File: src/hw/rtl/assert_macros.svh
// Assertion macros for the RTL files of the accent weight core.
// No dependencies; the files that assert include this header.
`ifndef ASSERT_MACROS_SVH
`define ASSERT_MACROS_SVH

// cons must hold in every cycle in which ante holds
`define ASSERT_IMPLY(label, clk, rst_n, ante, cons) \
    label: assert property (@(posedge clk) disable iff (!(rst_n)) (ante) |-> (cons)) \
        else $error("implication check failed");

// cond must never hold
`define ASSERT_NEVER(label, clk, rst_n, cond) \
    label: assert property (@(posedge clk) disable iff (!(rst_n)) !(cond)) \
        else $error("forbidden condition seen");

`endif

File: src/hw/rtl/bgaw_pkg.sv
// Types and constants of the beat grid accent weight core.
// No dependencies; every RTL module refers to it by scoped names.
package bgaw_pkg;

    localparam int BEATS_W  = 6;
    localparam int TOL_W    = 14;
    localparam int BOOST_W  = 16;
    localparam int RED_W    = 16;
    localparam int MAG_W    = 17;
    localparam int IDX_W    = 8;
    localparam int CLASS_W  = 3;
    localparam int WEIGHT_W = 19;

    localparam int APB_ADDR_W  = 4;
    localparam int APB_DATA_W  = 32;
    localparam int OUT_TDATA_W = 24;
    localparam int OUT_TUSER_W = 4;

    // compare-subtract steps held between two pipeline registers
    localparam int STEPS_PER_STAGE = 4;

    // floor(boost * 11 / 20) = (boost * STRONG_MUL) >> STRONG_SHIFT
    localparam int STRONG_MUL_W = 24;
    localparam logic [STRONG_MUL_W-1:0] STRONG_MUL = 24'd9227471;
    localparam int STRONG_SHIFT = 24;
    // floor(red * 2 / 5) = (red * QUARTER_MUL) >> QUARTER_SHIFT
    localparam int QUARTER_MUL_W = 19;
    localparam logic [QUARTER_MUL_W-1:0] QUARTER_MUL = 19'd419432;
    localparam int QUARTER_SHIFT = 20;

    localparam logic [IDX_W-1:0]   STRONG_IDX       = 8'd8;
    localparam logic [BEATS_W-1:0] STRONG_MIN_BEATS = 6'd4;

    localparam logic [BEATS_W-1:0] BEATS_RST = 6'd4;
    localparam logic [TOL_W-1:0]   TOL_RST   = 14'd1638;
    localparam logic [BOOST_W-1:0] BOOST_RST = 16'd13107;
    localparam logic [RED_W-1:0]   RED_RST   = 16'd6554;

    typedef enum logic [1:0] {
        REG_BEATS = 2'd0,
        REG_TOL   = 2'd1,
        REG_BOOST = 2'd2,
        REG_RED   = 2'd3
    } reg_idx_t;

    typedef enum logic [CLASS_W-1:0] {
        CLS_DOWNBEAT  = 3'd0,
        CLS_STRONG    = 3'd1,
        CLS_QUARTER   = 3'd2,
        CLS_EIGHTH    = 3'd3,
        CLS_SIXTEENTH = 3'd4
    } beat_class_t;

    typedef struct packed {
        logic [BEATS_W-1:0] beats;
        logic [TOL_W-1:0]   tol;
        logic [BOOST_W-1:0] boost;
        logic [RED_W-1:0]   red;
    } cfg_t;

    // per-word accent terms carried alongside the ratio divider
    typedef struct packed {
        beat_class_t        cls;
        logic               off_grid;
        logic               force_zero;
        logic               neg;
        logic [MAG_W-1:0]   mag;
    } acc_t;

endpackage

File: src/hw/rtl/bgaw_cfg.sv
// APB register file of the accent weight core.
// Depends on bgaw_pkg.
module bgaw_cfg (
    input  logic                               aclk,
    input  logic                               aresetn,
    input  logic                               psel,
    input  logic                               penable,
    input  logic                               pwrite,
    input  logic [bgaw_pkg::APB_ADDR_W-1:0]    paddr,
    input  logic [bgaw_pkg::APB_DATA_W-1:0]    pwdata,
    output logic [bgaw_pkg::APB_DATA_W-1:0]    prdata,
    output logic                               pready,
    output bgaw_pkg::cfg_t                     cfg
);

    logic [bgaw_pkg::BEATS_W-1:0] beats_reg;
    logic [bgaw_pkg::TOL_W-1:0]   tol_reg;
    logic [bgaw_pkg::BOOST_W-1:0] boost_reg;
    logic [bgaw_pkg::RED_W-1:0]   red_reg;
    bgaw_pkg::reg_idx_t           reg_idx;
    logic                         wr_en;

    assign reg_idx = bgaw_pkg::reg_idx_t'(paddr[bgaw_pkg::APB_ADDR_W-1:2]);
    assign pready  = 1'b1;
    assign wr_en   = psel && penable && pwrite && pready;

    always_ff @(posedge aclk) begin
        if (!aresetn) begin
            beats_reg <= bgaw_pkg::BEATS_RST;
            tol_reg   <= bgaw_pkg::TOL_RST;
            boost_reg <= bgaw_pkg::BOOST_RST;
            red_reg   <= bgaw_pkg::RED_RST;
        end else if (wr_en) begin
            case (reg_idx)
                bgaw_pkg::REG_BEATS: beats_reg <= pwdata[bgaw_pkg::BEATS_W-1:0];
                bgaw_pkg::REG_TOL:   tol_reg   <= pwdata[bgaw_pkg::TOL_W-1:0];
                bgaw_pkg::REG_BOOST: boost_reg <= pwdata[bgaw_pkg::BOOST_W-1:0];
                bgaw_pkg::REG_RED:   red_reg   <= pwdata[bgaw_pkg::RED_W-1:0];
                default: ;
            endcase
        end
    end

    always_comb begin
        case (reg_idx)
            bgaw_pkg::REG_BEATS: prdata = bgaw_pkg::APB_DATA_W'(beats_reg);
            bgaw_pkg::REG_TOL:   prdata = bgaw_pkg::APB_DATA_W'(tol_reg);
            bgaw_pkg::REG_BOOST: prdata = bgaw_pkg::APB_DATA_W'(boost_reg);
            bgaw_pkg::REG_RED:   prdata = bgaw_pkg::APB_DATA_W'(red_reg);
            default:             prdata = '0;
        endcase
    end

    assign cfg.beats = beats_reg;
    assign cfg.tol   = tol_reg;
    assign cfg.boost = boost_reg;
    assign cfg.red   = red_reg;

endmodule

File: src/hw/rtl/bgaw_fold.sv
// Bar fold: pipelined remainder of the integer beat count by the bar length.
// Depends on bgaw_pkg.
module bgaw_fold #(
    parameter int FRAC_BITS = 16,
    parameter int POS_WIDTH = 32
) (
    input  logic                          aclk,
    input  logic                          aresetn,
    input  logic [bgaw_pkg::BEATS_W-1:0]  beats,
    input  logic                          in_valid,
    output logic                          in_ready,
    input  logic [POS_WIDTH-1:0]          in_pos,
    output logic                          out_valid,
    input  logic                          out_ready,
    output logic [bgaw_pkg::BEATS_W-1:0]  out_rem,
    output logic [FRAC_BITS-1:0]          out_frac
);

    localparam int STEPS = bgaw_pkg::STEPS_PER_STAGE;
    localparam int BW    = bgaw_pkg::BEATS_W;
    // integer bits below the sign bit, one per step, MSB first
    localparam int NB    = POS_WIDTH - FRAC_BITS - 1;
    localparam int NST   = (NB + STEPS - 1) / STEPS;

    logic [BW-1:0]        n_eff;
    logic                 v_reg    [NST];
    logic                 rdy      [NST+1];
    logic [NB-1:0]        ib_reg   [NST];
    logic [FRAC_BITS-1:0] frac_reg [NST];
    logic [BW-1:0]        rem_reg  [NST];

    assign n_eff    = (beats == '0) ? BW'(1) : beats;
    assign rdy[NST] = out_ready;

    for (genvar g = 0; g < NST; g++) begin : g_stage
        logic                 vin;
        logic [NB-1:0]        ib_in;
        logic [NB-1:0]        ib_out;
        logic [FRAC_BITS-1:0] frac_in;
        logic [BW-1:0]        rem_in;
        logic [BW-1:0]        rem_out;

        if (g == 0) begin : g_first
            // sign bit weighs -2^k: start the remainder at -1 mod n
            assign vin     = in_valid;
            assign ib_in   = in_pos[POS_WIDTH-2:FRAC_BITS];
            assign frac_in = in_pos[FRAC_BITS-1:0];
            assign rem_in  = in_pos[POS_WIDTH-1] ? n_eff - BW'(1) : '0;
        end else begin : g_later
            assign vin     = v_reg[g-1];
            assign ib_in   = ib_reg[g-1];
            assign frac_in = frac_reg[g-1];
            assign rem_in  = rem_reg[g-1];
        end

        always_comb begin
            logic [BW:0]   t;
            logic [NB-1:0] ib_w;
            t       = '0;
            ib_w    = ib_in;
            rem_out = rem_in;
            for (int j = 0; j < STEPS; j++) begin
                if (g * STEPS + j < NB) begin
                    t = {rem_out, ib_w[NB-1]};
                    if (t >= {1'b0, n_eff}) begin
                        t = t - {1'b0, n_eff};
                    end
                    rem_out = t[BW-1:0];
                    ib_w    = ib_w << 1;
                end
            end
            ib_out = ib_w;
        end

        assign rdy[g] = !v_reg[g] || rdy[g+1];

        always_ff @(posedge aclk) begin
            if (!aresetn) begin
                v_reg[g] <= 1'b0;
            end else if (rdy[g]) begin
                v_reg[g] <= vin;
            end
        end

        always_ff @(posedge aclk) begin
            if (rdy[g] && vin) begin
                ib_reg[g]   <= ib_out;
                frac_reg[g] <= frac_in;
                rem_reg[g]  <= rem_out;
            end
        end
    end

    assign in_ready  = rdy[0];
    assign out_valid = v_reg[NST-1];
    assign out_rem   = rem_reg[NST-1];
    assign out_frac  = frac_reg[NST-1];

endmodule

File: src/hw/rtl/bgaw_snap.sv
// Snap stage: sixteenth-grid index, snap error, class and accent offset.
// Depends on bgaw_pkg.
module bgaw_snap #(
    parameter int FRAC_BITS = 16
) (
    input  logic                          aclk,
    input  logic                          aresetn,
    input  bgaw_pkg::cfg_t                cfg,
    input  logic                          in_valid,
    output logic                          in_ready,
    input  logic [bgaw_pkg::BEATS_W-1:0]  in_rem,
    input  logic [FRAC_BITS-1:0]          in_frac,
    output logic                          out_valid,
    input  logic                          out_ready,
    output bgaw_pkg::acc_t                out_acc,
    output logic [bgaw_pkg::TOL_W-1:0]    out_err
);

    localparam int EW    = FRAC_BITS - 2;
    localparam int XW    = (EW > bgaw_pkg::TOL_W ? EW : bgaw_pkg::TOL_W) + 1;
    localparam int MW    = bgaw_pkg::MAG_W;
    localparam int SPW   = bgaw_pkg::BOOST_W + bgaw_pkg::STRONG_MUL_W;
    localparam int QPW   = bgaw_pkg::RED_W + bgaw_pkg::QUARTER_MUL_W;

    logic [EW-1:0]                 lo;
    logic                          half;
    logic [EW-1:0]                 err;
    logic [XW-1:0]                 err_x;
    logic [XW-1:0]                 tol_x;
    logic [bgaw_pkg::IDX_W-1:0]    idx;
    bgaw_pkg::beat_class_t         cls;
    logic [SPW-1:0]                strong_prod;
    logic [QPW-1:0]                quarter_prod;
    logic [bgaw_pkg::RED_W+1:0]    red3;
    logic [MW-1:0]                 six_mag;
    bgaw_pkg::acc_t                acc;

    logic                          v_reg;
    bgaw_pkg::acc_t                acc_reg;
    logic [bgaw_pkg::TOL_W-1:0]    err_reg;

    assign lo    = in_frac[EW-1:0];
    assign half  = lo[EW-1];
    assign idx   = {in_rem, in_frac[FRAC_BITS-1:FRAC_BITS-2]} + bgaw_pkg::IDX_W'(half);
    assign err   = half ? (~lo + 1'b1) : lo;
    assign err_x = XW'(err);
    assign tol_x = XW'(cfg.tol);

    always_comb begin
        if (idx == '0) begin
            cls = bgaw_pkg::CLS_DOWNBEAT;
        end else if (idx == bgaw_pkg::STRONG_IDX && cfg.beats >= bgaw_pkg::STRONG_MIN_BEATS) begin
            cls = bgaw_pkg::CLS_STRONG;
        end else if (idx[1:0] == 2'b00) begin
            cls = bgaw_pkg::CLS_QUARTER;
        end else if (!idx[0]) begin
            cls = bgaw_pkg::CLS_EIGHTH;
        end else begin
            cls = bgaw_pkg::CLS_SIXTEENTH;
        end
    end

    assign strong_prod  = cfg.boost * bgaw_pkg::STRONG_MUL;
    assign quarter_prod = cfg.red * bgaw_pkg::QUARTER_MUL;
    assign red3         = {1'b0, cfg.red, 1'b0} + {2'b00, cfg.red};
    assign six_mag      = red3[bgaw_pkg::RED_W+1:1];

    always_comb begin
        acc.cls        = cls;
        acc.off_grid   = err_x > tol_x;
        acc.force_zero = err_x >= tol_x;
        acc.neg        = 1'b1;
        acc.mag        = six_mag;
        if (!acc.off_grid) begin
            case (cls)
                bgaw_pkg::CLS_DOWNBEAT: begin
                    acc.neg = 1'b0;
                    acc.mag = MW'(cfg.boost);
                end
                bgaw_pkg::CLS_STRONG: begin
                    acc.neg = 1'b0;
                    acc.mag = MW'(strong_prod[bgaw_pkg::STRONG_SHIFT +: bgaw_pkg::BOOST_W]);
                end
                bgaw_pkg::CLS_QUARTER: begin
                    acc.mag = MW'(quarter_prod >> bgaw_pkg::QUARTER_SHIFT);
                end
                bgaw_pkg::CLS_EIGHTH: begin
                    acc.mag = MW'(cfg.red);
                end
                default: begin
                    acc.mag = six_mag;
                end
            endcase
        end
    end

    assign in_ready = !v_reg || out_ready;

    always_ff @(posedge aclk) begin
        if (!aresetn) begin
            v_reg <= 1'b0;
        end else if (in_ready) begin
            v_reg <= in_valid;
        end
    end

    always_ff @(posedge aclk) begin
        if (in_ready && in_valid) begin
            acc_reg <= acc;
            err_reg <= err_x[bgaw_pkg::TOL_W-1:0];
        end
    end

    assign out_valid = v_reg;
    assign out_acc   = acc_reg;
    assign out_err   = err_reg;

endmodule

File: src/hw/rtl/bgaw_ratio.sv
// Ratio divider: pipelined restoring division of error / tolerance,
// FRAC_BITS quotient bits. Depends on bgaw_pkg.
module bgaw_ratio #(
    parameter int FRAC_BITS = 16
) (
    input  logic                        aclk,
    input  logic                        aresetn,
    input  logic [bgaw_pkg::TOL_W-1:0]  tol,
    input  logic                        in_valid,
    output logic                        in_ready,
    input  bgaw_pkg::acc_t              in_acc,
    input  logic [bgaw_pkg::TOL_W-1:0]  in_err,
    output logic                        out_valid,
    input  logic                        out_ready,
    output bgaw_pkg::acc_t              out_acc,
    output logic [FRAC_BITS-1:0]        out_q
);

    localparam int STEPS = bgaw_pkg::STEPS_PER_STAGE;
    localparam int TW    = bgaw_pkg::TOL_W;
    localparam int NDS   = (FRAC_BITS + STEPS - 1) / STEPS;

    logic                 v_reg   [NDS];
    logic                 rdy     [NDS+1];
    logic [TW-1:0]        r_reg   [NDS];
    logic [FRAC_BITS-1:0] q_reg   [NDS];
    bgaw_pkg::acc_t       acc_reg [NDS];

    assign rdy[NDS] = out_ready;

    for (genvar g = 0; g < NDS; g++) begin : g_stage
        logic                 vin;
        logic [TW-1:0]        r_in;
        logic [TW-1:0]        r_out;
        logic [FRAC_BITS-1:0] q_in;
        logic [FRAC_BITS-1:0] q_out;
        bgaw_pkg::acc_t       acc_in;

        if (g == 0) begin : g_first
            assign vin    = in_valid;
            assign r_in   = in_err;
            assign q_in   = '0;
            assign acc_in = in_acc;
        end else begin : g_later
            assign vin    = v_reg[g-1];
            assign r_in   = r_reg[g-1];
            assign q_in   = q_reg[g-1];
            assign acc_in = acc_reg[g-1];
        end

        always_comb begin
            logic [TW:0]          t;
            logic [FRAC_BITS-1:0] q_w;
            t     = '0;
            q_w   = q_in;
            r_out = r_in;
            for (int j = 0; j < STEPS; j++) begin
                if (g * STEPS + j < FRAC_BITS) begin
                    t = {r_out, 1'b0};
                    if (t >= {1'b0, tol}) begin
                        t   = t - {1'b0, tol};
                        q_w = {q_w[FRAC_BITS-2:0], 1'b1};
                    end else begin
                        q_w = {q_w[FRAC_BITS-2:0], 1'b0};
                    end
                    r_out = t[TW-1:0];
                end
            end
            q_out = q_w;
        end

        assign rdy[g] = !v_reg[g] || rdy[g+1];

        always_ff @(posedge aclk) begin
            if (!aresetn) begin
                v_reg[g] <= 1'b0;
            end else if (rdy[g]) begin
                v_reg[g] <= vin;
            end
        end

        always_ff @(posedge aclk) begin
            if (rdy[g] && vin) begin
                r_reg[g]   <= r_out;
                q_reg[g]   <= q_out;
                acc_reg[g] <= acc_in;
            end
        end
    end

    assign in_ready  = rdy[0];
    assign out_valid = v_reg[NDS-1];
    assign out_acc   = acc_reg[NDS-1];
    assign out_q     = q_reg[NDS-1];

endmodule

File: src/hw/rtl/bgaw_weight.sv
// Weight stages: scale the offset by the snap factor, then add, saturate
// and hold the result word. Depends on bgaw_pkg.
module bgaw_weight #(
    parameter int FRAC_BITS = 16
) (
    input  logic                           aclk,
    input  logic                           aresetn,
    input  logic                           in_valid,
    output logic                           in_ready,
    input  bgaw_pkg::acc_t                 in_acc,
    input  logic [FRAC_BITS-1:0]           in_q,
    output logic                           out_valid,
    input  logic                           out_ready,
    output logic [bgaw_pkg::WEIGHT_W-1:0]  out_weight,
    output bgaw_pkg::beat_class_t          out_cls,
    output logic                           out_off_grid
);

    localparam int MW = bgaw_pkg::MAG_W;
    localparam int FW = FRAC_BITS + 1;
    localparam int PW = MW + FW;
    localparam int WW = (FRAC_BITS > MW ? FRAC_BITS : MW) + 3;
    localparam logic [FW-1:0]        F_ONE = FW'(1) << FRAC_BITS;
    localparam logic signed [WW-1:0] W_ONE = WW'(1) << FRAC_BITS;
    localparam logic signed [WW-1:0] W_MAX = WW'(2) << FRAC_BITS;
    localparam logic signed [WW-1:0] W_MIN = -(WW'(3) << (FRAC_BITS - 1));

    logic [FW-1:0]         f;
    logic [PW-1:0]         prod;
    logic                  rdy_out;

    logic                  v1_reg;
    logic [MW-1:0]         scaled_reg;
    logic                  neg_reg;
    bgaw_pkg::beat_class_t cls1_reg;
    logic                  off1_reg;

    logic signed [WW-1:0]  w;
    logic signed [WW-1:0]  w_sat;

    logic                          v2_reg;
    logic [bgaw_pkg::WEIGHT_W-1:0] weight_reg;
    bgaw_pkg::beat_class_t         cls2_reg;
    logic                          off2_reg;

    // off grid: full reduction; error at or past tolerance: no offset
    always_comb begin
        if (in_acc.off_grid) begin
            f = F_ONE;
        end else if (in_acc.force_zero) begin
            f = '0;
        end else begin
            f = F_ONE - FW'(in_q);
        end
    end

    assign prod     = in_acc.mag * f;
    assign rdy_out  = !v2_reg || out_ready;
    assign in_ready = !v1_reg || rdy_out;

    always_ff @(posedge aclk) begin
        if (!aresetn) begin
            v1_reg <= 1'b0;
        end else if (in_ready) begin
            v1_reg <= in_valid;
        end
    end

    always_ff @(posedge aclk) begin
        if (in_ready && in_valid) begin
            scaled_reg <= prod[FRAC_BITS +: MW];
            neg_reg    <= in_acc.neg;
            cls1_reg   <= in_acc.cls;
            off1_reg   <= in_acc.off_grid;
        end
    end

    always_comb begin
        if (neg_reg) begin
            w = W_ONE - $signed(WW'(scaled_reg));
        end else begin
            w = W_ONE + $signed(WW'(scaled_reg));
        end
        if (w > W_MAX) begin
            w_sat = W_MAX;
        end else if (w < W_MIN) begin
            w_sat = W_MIN;
        end else begin
            w_sat = w;
        end
    end

    always_ff @(posedge aclk) begin
        if (!aresetn) begin
            v2_reg <= 1'b0;
        end else if (rdy_out) begin
            v2_reg <= v1_reg;
        end
    end

    always_ff @(posedge aclk) begin
        if (rdy_out && v1_reg) begin
            weight_reg <= w_sat[bgaw_pkg::WEIGHT_W-1:0];
            cls2_reg   <= cls1_reg;
            off2_reg   <= off1_reg;
        end
    end

    assign out_valid    = v2_reg;
    assign out_weight   = weight_reg;
    assign out_cls      = cls2_reg;
    assign out_off_grid = off2_reg;

endmodule

File: src/hw/rtl/beat_grid_accent_weight_core.sv
// Top level of the beat grid accent weight core: APB registers and the
// fold, snap, ratio and weight pipeline. Depends on bgaw_pkg, bgaw_cfg,
// bgaw_fold, bgaw_snap, bgaw_ratio, bgaw_weight and assert_macros.svh.
`include "assert_macros.svh"

// One word in, one word out, and a new word is taken every clock unless
// the output stalls. The bar remainder and the error/tolerance quotient
// each resolve four bits per stage, followed by one snap stage, one
// multiply stage and the output register. A stalled output backs the
// pipeline up without losing or repeating words. The user must see that
// registers are written over APB only while no words are in flight; the
// block itself does not enforce it. POS_WIDTH must exceed FRAC_BITS + 1.
module beat_grid_accent_weight_core #(
    parameter int FRAC_BITS = 16,
    parameter int POS_WIDTH = 32
) (
    input  logic                                aclk,
    input  logic                                aresetn,
    input  logic                                s_tvalid,
    output logic                                s_tready,
    input  logic [((POS_WIDTH+7)/8)*8-1:0]      s_tdata,   // note position
    output logic                                m_tvalid,
    input  logic                                m_tready,
    output logic [bgaw_pkg::OUT_TDATA_W-1:0]    m_tdata,   // weight, zero pad
    output logic [bgaw_pkg::OUT_TUSER_W-1:0]    m_tuser,   // beat_class, off_grid
    input  logic                                psel,
    input  logic                                penable,
    input  logic                                pwrite,
    input  logic [bgaw_pkg::APB_ADDR_W-1:0]     paddr,
    input  logic [bgaw_pkg::APB_DATA_W-1:0]     pwdata,
    output logic [bgaw_pkg::APB_DATA_W-1:0]     prdata,
    output logic                                pready
);

    bgaw_pkg::cfg_t                 cfg;

    logic                           fold_valid;
    logic                           fold_ready;
    logic [bgaw_pkg::BEATS_W-1:0]   fold_rem;
    logic [FRAC_BITS-1:0]           fold_frac;

    logic                           snap_valid;
    logic                           snap_ready;
    bgaw_pkg::acc_t                 snap_acc;
    logic [bgaw_pkg::TOL_W-1:0]     snap_err;

    logic                           ratio_valid;
    logic                           ratio_ready;
    bgaw_pkg::acc_t                 ratio_acc;
    logic [FRAC_BITS-1:0]           ratio_q;

    logic [bgaw_pkg::WEIGHT_W-1:0]  weight;
    bgaw_pkg::beat_class_t          beat_class;
    logic                           off_grid;

    logic                           fold_rem_ok;
    logic                           snap_off_terms;
    logic                           snap_down_neg;

    bgaw_cfg u_cfg (
        .aclk    (aclk),
        .aresetn (aresetn),
        .psel    (psel),
        .penable (penable),
        .pwrite  (pwrite),
        .paddr   (paddr),
        .pwdata  (pwdata),
        .prdata  (prdata),
        .pready  (pready),
        .cfg     (cfg)
    );

    bgaw_fold #(
        .FRAC_BITS (FRAC_BITS),
        .POS_WIDTH (POS_WIDTH)
    ) u_fold (
        .aclk      (aclk),
        .aresetn   (aresetn),
        .beats     (cfg.beats),
        .in_valid  (s_tvalid),
        .in_ready  (s_tready),
        .in_pos    (s_tdata[POS_WIDTH-1:0]),
        .out_valid (fold_valid),
        .out_ready (fold_ready),
        .out_rem   (fold_rem),
        .out_frac  (fold_frac)
    );

    bgaw_snap #(
        .FRAC_BITS (FRAC_BITS)
    ) u_snap (
        .aclk      (aclk),
        .aresetn   (aresetn),
        .cfg       (cfg),
        .in_valid  (fold_valid),
        .in_ready  (fold_ready),
        .in_rem    (fold_rem),
        .in_frac   (fold_frac),
        .out_valid (snap_valid),
        .out_ready (snap_ready),
        .out_acc   (snap_acc),
        .out_err   (snap_err)
    );

    bgaw_ratio #(
        .FRAC_BITS (FRAC_BITS)
    ) u_ratio (
        .aclk      (aclk),
        .aresetn   (aresetn),
        .tol       (cfg.tol),
        .in_valid  (snap_valid),
        .in_ready  (snap_ready),
        .in_acc    (snap_acc),
        .in_err    (snap_err),
        .out_valid (ratio_valid),
        .out_ready (ratio_ready),
        .out_acc   (ratio_acc),
        .out_q     (ratio_q)
    );

    bgaw_weight #(
        .FRAC_BITS (FRAC_BITS)
    ) u_weight (
        .aclk         (aclk),
        .aresetn      (aresetn),
        .in_valid     (ratio_valid),
        .in_ready     (ratio_ready),
        .in_acc       (ratio_acc),
        .in_q         (ratio_q),
        .out_valid    (m_tvalid),
        .out_ready    (m_tready),
        .out_weight   (weight),
        .out_cls      (beat_class),
        .out_off_grid (off_grid)
    );

    assign m_tdata = bgaw_pkg::OUT_TDATA_W'(weight);
    assign m_tuser = {off_grid, beat_class};

    assign fold_rem_ok    = (fold_rem < cfg.beats) || (fold_rem == '0);
    assign snap_off_terms = snap_acc.force_zero && snap_acc.neg;
    assign snap_down_neg  = !snap_acc.off_grid && (snap_acc.cls == bgaw_pkg::CLS_DOWNBEAT)
                            && snap_acc.neg;

    // folded beat count stays inside the bar (a zero bar length acts as one)
    `ASSERT_IMPLY(a_fold_in_bar, aclk, aresetn, fold_valid, fold_rem_ok)
    // off grid always forces the full negative reduction path
    `ASSERT_IMPLY(a_off_grid_terms, aclk, aresetn, snap_valid && snap_acc.off_grid, snap_off_terms)
    // an on-grid downbeat never carries a reduction
    `ASSERT_NEVER(a_downbeat_sign, aclk, aresetn, snap_valid && snap_down_neg)
    // input backpressure only when the output word is held
    `ASSERT_IMPLY(a_stall_source, aclk, aresetn, !s_tready, m_tvalid && !m_tready)

endmodule
File: config.mk
export PLATFORM = sky130hd
export DESIGN_NAME = beat_grid_accent_weight_core
export DESIGN_NICKNAME = d
export VERILOG_FILES = /design/src/hw/rtl/bgaw_pkg.sv /design/src/hw/rtl/bgaw_cfg.sv /design/src/hw/rtl/bgaw_fold.sv /design/src/hw/rtl/bgaw_snap.sv /design/src/hw/rtl/bgaw_ratio.sv /design/src/hw/rtl/bgaw_weight.sv /design/src/hw/rtl/beat_grid_accent_weight_core.sv
export VERILOG_INCLUDE_DIRS = /design/src /design/src/hw/rtl
export SDC_FILE = /design/constraint.sdc
export NUM_CORES = 2
export LEC_CHECK = 0
export BUFFER_PORTS_ARGS = -buffer_cell sky130_fd_sc_hd__buf_2
export CAP_MARGIN = 5
export CORE_MARGIN = 2
export CORE_UTILIZATION = 35
export CTS_BUF_LIST = sky130_fd_sc_hd__clkbuf_16
export DETAILED_ROUTE_END_ITERATION = 8
export SYNTH_ARGS = -nofsm -noshare
export SYNTH_HDL_FRONTEND = slang
export SYNTH_SLANG_ARGS = --single-unit
File: constraint.sdc
create_clock -name aclk -period 28.6 [get_ports aclk]
set_clock_uncertainty 0.1 [all_clocks]
set_input_delay 5.72 -clock aclk [delete_from_list [all_inputs] [get_ports aclk]]
set_output_delay 5.72 -clock aclk [all_outputs]
set_load 0.005 [all_outputs]
==> flow_summary.ini <==
[status]
status = finished, final reports clean

[synth]
synth_top_area_frac = 0.2222
ys_ff_latch = 428
syn_inst = 5088
avgSynthCellArea_sq_um = 9.853
synth_area_leaders = edfxtp_1 22%, fa_1 18%, ha_1 17%
ys_seq_area_frac = 0.2450
synth_edf_count = 371
async_reset_ff_frac = 0
syn_area_sq_um = 50130
yosys_warnings = 0
synth_cell_types = 94
ys.flop_type = edfxtp_1
synth_area_leader_cell = edfxtp_1

[cells_and_area]
final_common_cell = ha_1
largest_reg_flops = 92
fin_area_sq_um = 54620
n_antenna_cell = 0
final_cells = 7113
layout_common_cells = 689 x ha_1, 649 x inv_1, 494 x nand2_1, 439 x fa_1, 371 x edfxtp_1
fin_nets = 6385
drive_gt1_frac = 0.09267
syn_to_final_growth_pct = 8.960

[cts]
post_cts_buffers = 0
holdBufCountCts = 0
cts_tree = built
clkLatencyLatePin_ns = 0.63
cts_resized = 0
htreeDepth = 2
cts_buffers = 49
cts.sinks = 428
clkTransAtPathRegs_ns = 0.06
ctsLongestPathBuffers = 3
root_buffer = clkbuf_16

[worst_setup_path]
worstPathRequired_ns = 28.88
critPathMaxFanout = 10
worst_path_largest_cell_delay_ns = 0.73
cp_slowest_cell = nor3b_1
r2r-start = u_cfg.tol_reg[0]$_SDFFE_PN0P_
setup.worst_path.start = s_tdata[31]
worstPathArrival_ns = 14.59
path_class = input pin to register
crit_path_end_kind = register
start_kind = input pin

[route]
num_vias = 36850
via_per_inst = 5.181
first_iter_violations = 2173
firstDrtPassIters = 8
finalWirelength_mm = 124.2
wl_per_cell_microns = 17.47
final_antenna_net_count = 0
drc = 0

[power]
power.density_nw_per_um2 = 62.56
internal_power_w = 0.002071
seqPwrFrac = 0.231
peakVddDrop_mv = 0.1279
pwr-share-clk = 0.188
p_sw_frac = 0.3941
combPwrFrac = 0.581
p_leak_nw = 24.39
switching_power_w = 0.001347

[die]
io_pins = 138
rows = 138
start_util = 0.3532
core_sq_um = 141900
die_y_microns = 382.5
dieArea_sq_um = 146300
dieWidth_microns = 382.5

[timing]
rsz0062_at_grt = no
setup_tns_ns = 0
max_slew_margin = 0.1776
timing.final.crit_share = 0.5004
slew_violations = 0
whs_ns = 0.2857
min_period_ns = 14.31
clock.fmax_mhz = 69.87
tightest_slew_ns = 1.229
finalSetupViolations = 0
hold_viol_final = 0

[global_route]
grt_pass1_wl_mm = 199.2
grt_max_degree = 70
grt.total_usage = 0.1686
antenna_found_initial = 4
grt-ovfl-total = 0
grt_pass1_vias = 37460

[place]
dp_hpwl_mm = 96.56
dp_cells = 7021
place.gp.congestion = 0.9021
dpl-instance-area_sq_um = 52980
port-buffer-count = 97

[min_path]
hp-class = register to register
min_from = u_ratio.acc_reg[1][14]$_DFFE_PP_

[run]
max_cap_viol_count = 0
-- critical path: cells and delay by family --
family / cells / cell delay [ns]
adder cells (fa/ha/maj): 4 / 1.22
AO/OA/AOI/OAI: 22 / 5.27
buffers and inverters: 2 / 0.22
AND/OR/NAND/NOR: 11 / 2.13
-- area by class of cell --
class | instances | area [sq um]
multi-input cells | 3891 | 34910
repair buffers | 164 | 988.4
clock buffers | 49 | 1226
well taps | 1890 | 2365
fillers | 14200 | 87310
clock inverters | 43 | 412.9
flip-flops and latches | 428 | 12280
inverters | 648 | 2432
-- worst paths after layout --
| kind | cells after the start | to | slack [ns] |
|---|---|---|---|
| worst max-delay path | 39 | u_fold.rem_reg[0][1]$_DFFE_PP_ | 14.29 |
| worst min register to register | 0 | u_ratio.acc_reg[2][14]$_DFFE_PP_ | 0.29 |
| worst max register to register | 38 | u_ratio.r_reg[1][11]$_DFFE_PP_ | 15.59 |
| worst min-delay path | 0 | u_ratio.acc_reg[2][14]$_DFFE_PP_ | 0.29 |
-- synth_stat cells (60+ instances only) --
master	n
xor2_1	113
edfxtp_1	371
a21oi_1	243
xnor2_1	188
inv_1	643
nor2_1	236
fa_1	439
a21o_1	138
mux2_2	143
nor3_1	60
clkbuf_1	96
o21ai_0	193
nand3_1	77
nor2b_1	68
ha_1	689
nand2_1	494
and2_1	111
-- through the flow --
stage / total power, W / worst slack [ns] / util
after global routing: 0.003713 / 13.38 / 0.3849
final: 0.003417 / 14.29 / 0.3849
after global placement: 0.002732 / 13.85 / 0.3733
after detailed placement: 0.002775 / 13.76 / 0.3733
after CTS: 0.003439 / 14.44 / 0.3849
after floorplan: 0.002385 / 14.98 / -
-- metal layers --
layer  up-vias  part of all wire  track usage
met1     17950              0.45       0.2227
met3       221             0.049      0.02225
li1      17830                 -            -
met4         2             0.038      0.06212
met2       842              0.47       0.2809
met5         -           0.00010            0
-- power groups by stage --
stage / logic [W] / clock network (W) / registers (W)
finish: 0.00199 / 0.000642 / 0.000789
global route: 0.00224 / 0.000682 / 0.000791
CTS: 0.00199 / 0.000661 / 0.000789
detailed placement: 0.00197 / 0 / 0.000802
global placement: 0.00193 / 0 / 0.000802
floorplan: 0.00159 / 0 / 0.000796
-- kinds of logic after synthesis --
logic type / Yosys count / share of synthesized area
mux: 181 / 0.04141
xor+xnor: 301 / 0.05259
other cells: 2 / 0.0001498
buf+inv: 789 / 0.06127
compound gates: 963 / 0.1285
flops: 428 / 0.2450
simple gates: 1296 / 0.1238
fa+ha+maj: 1128 / 0.3473
Note: power is estimated with default switching activity, not from simulation.
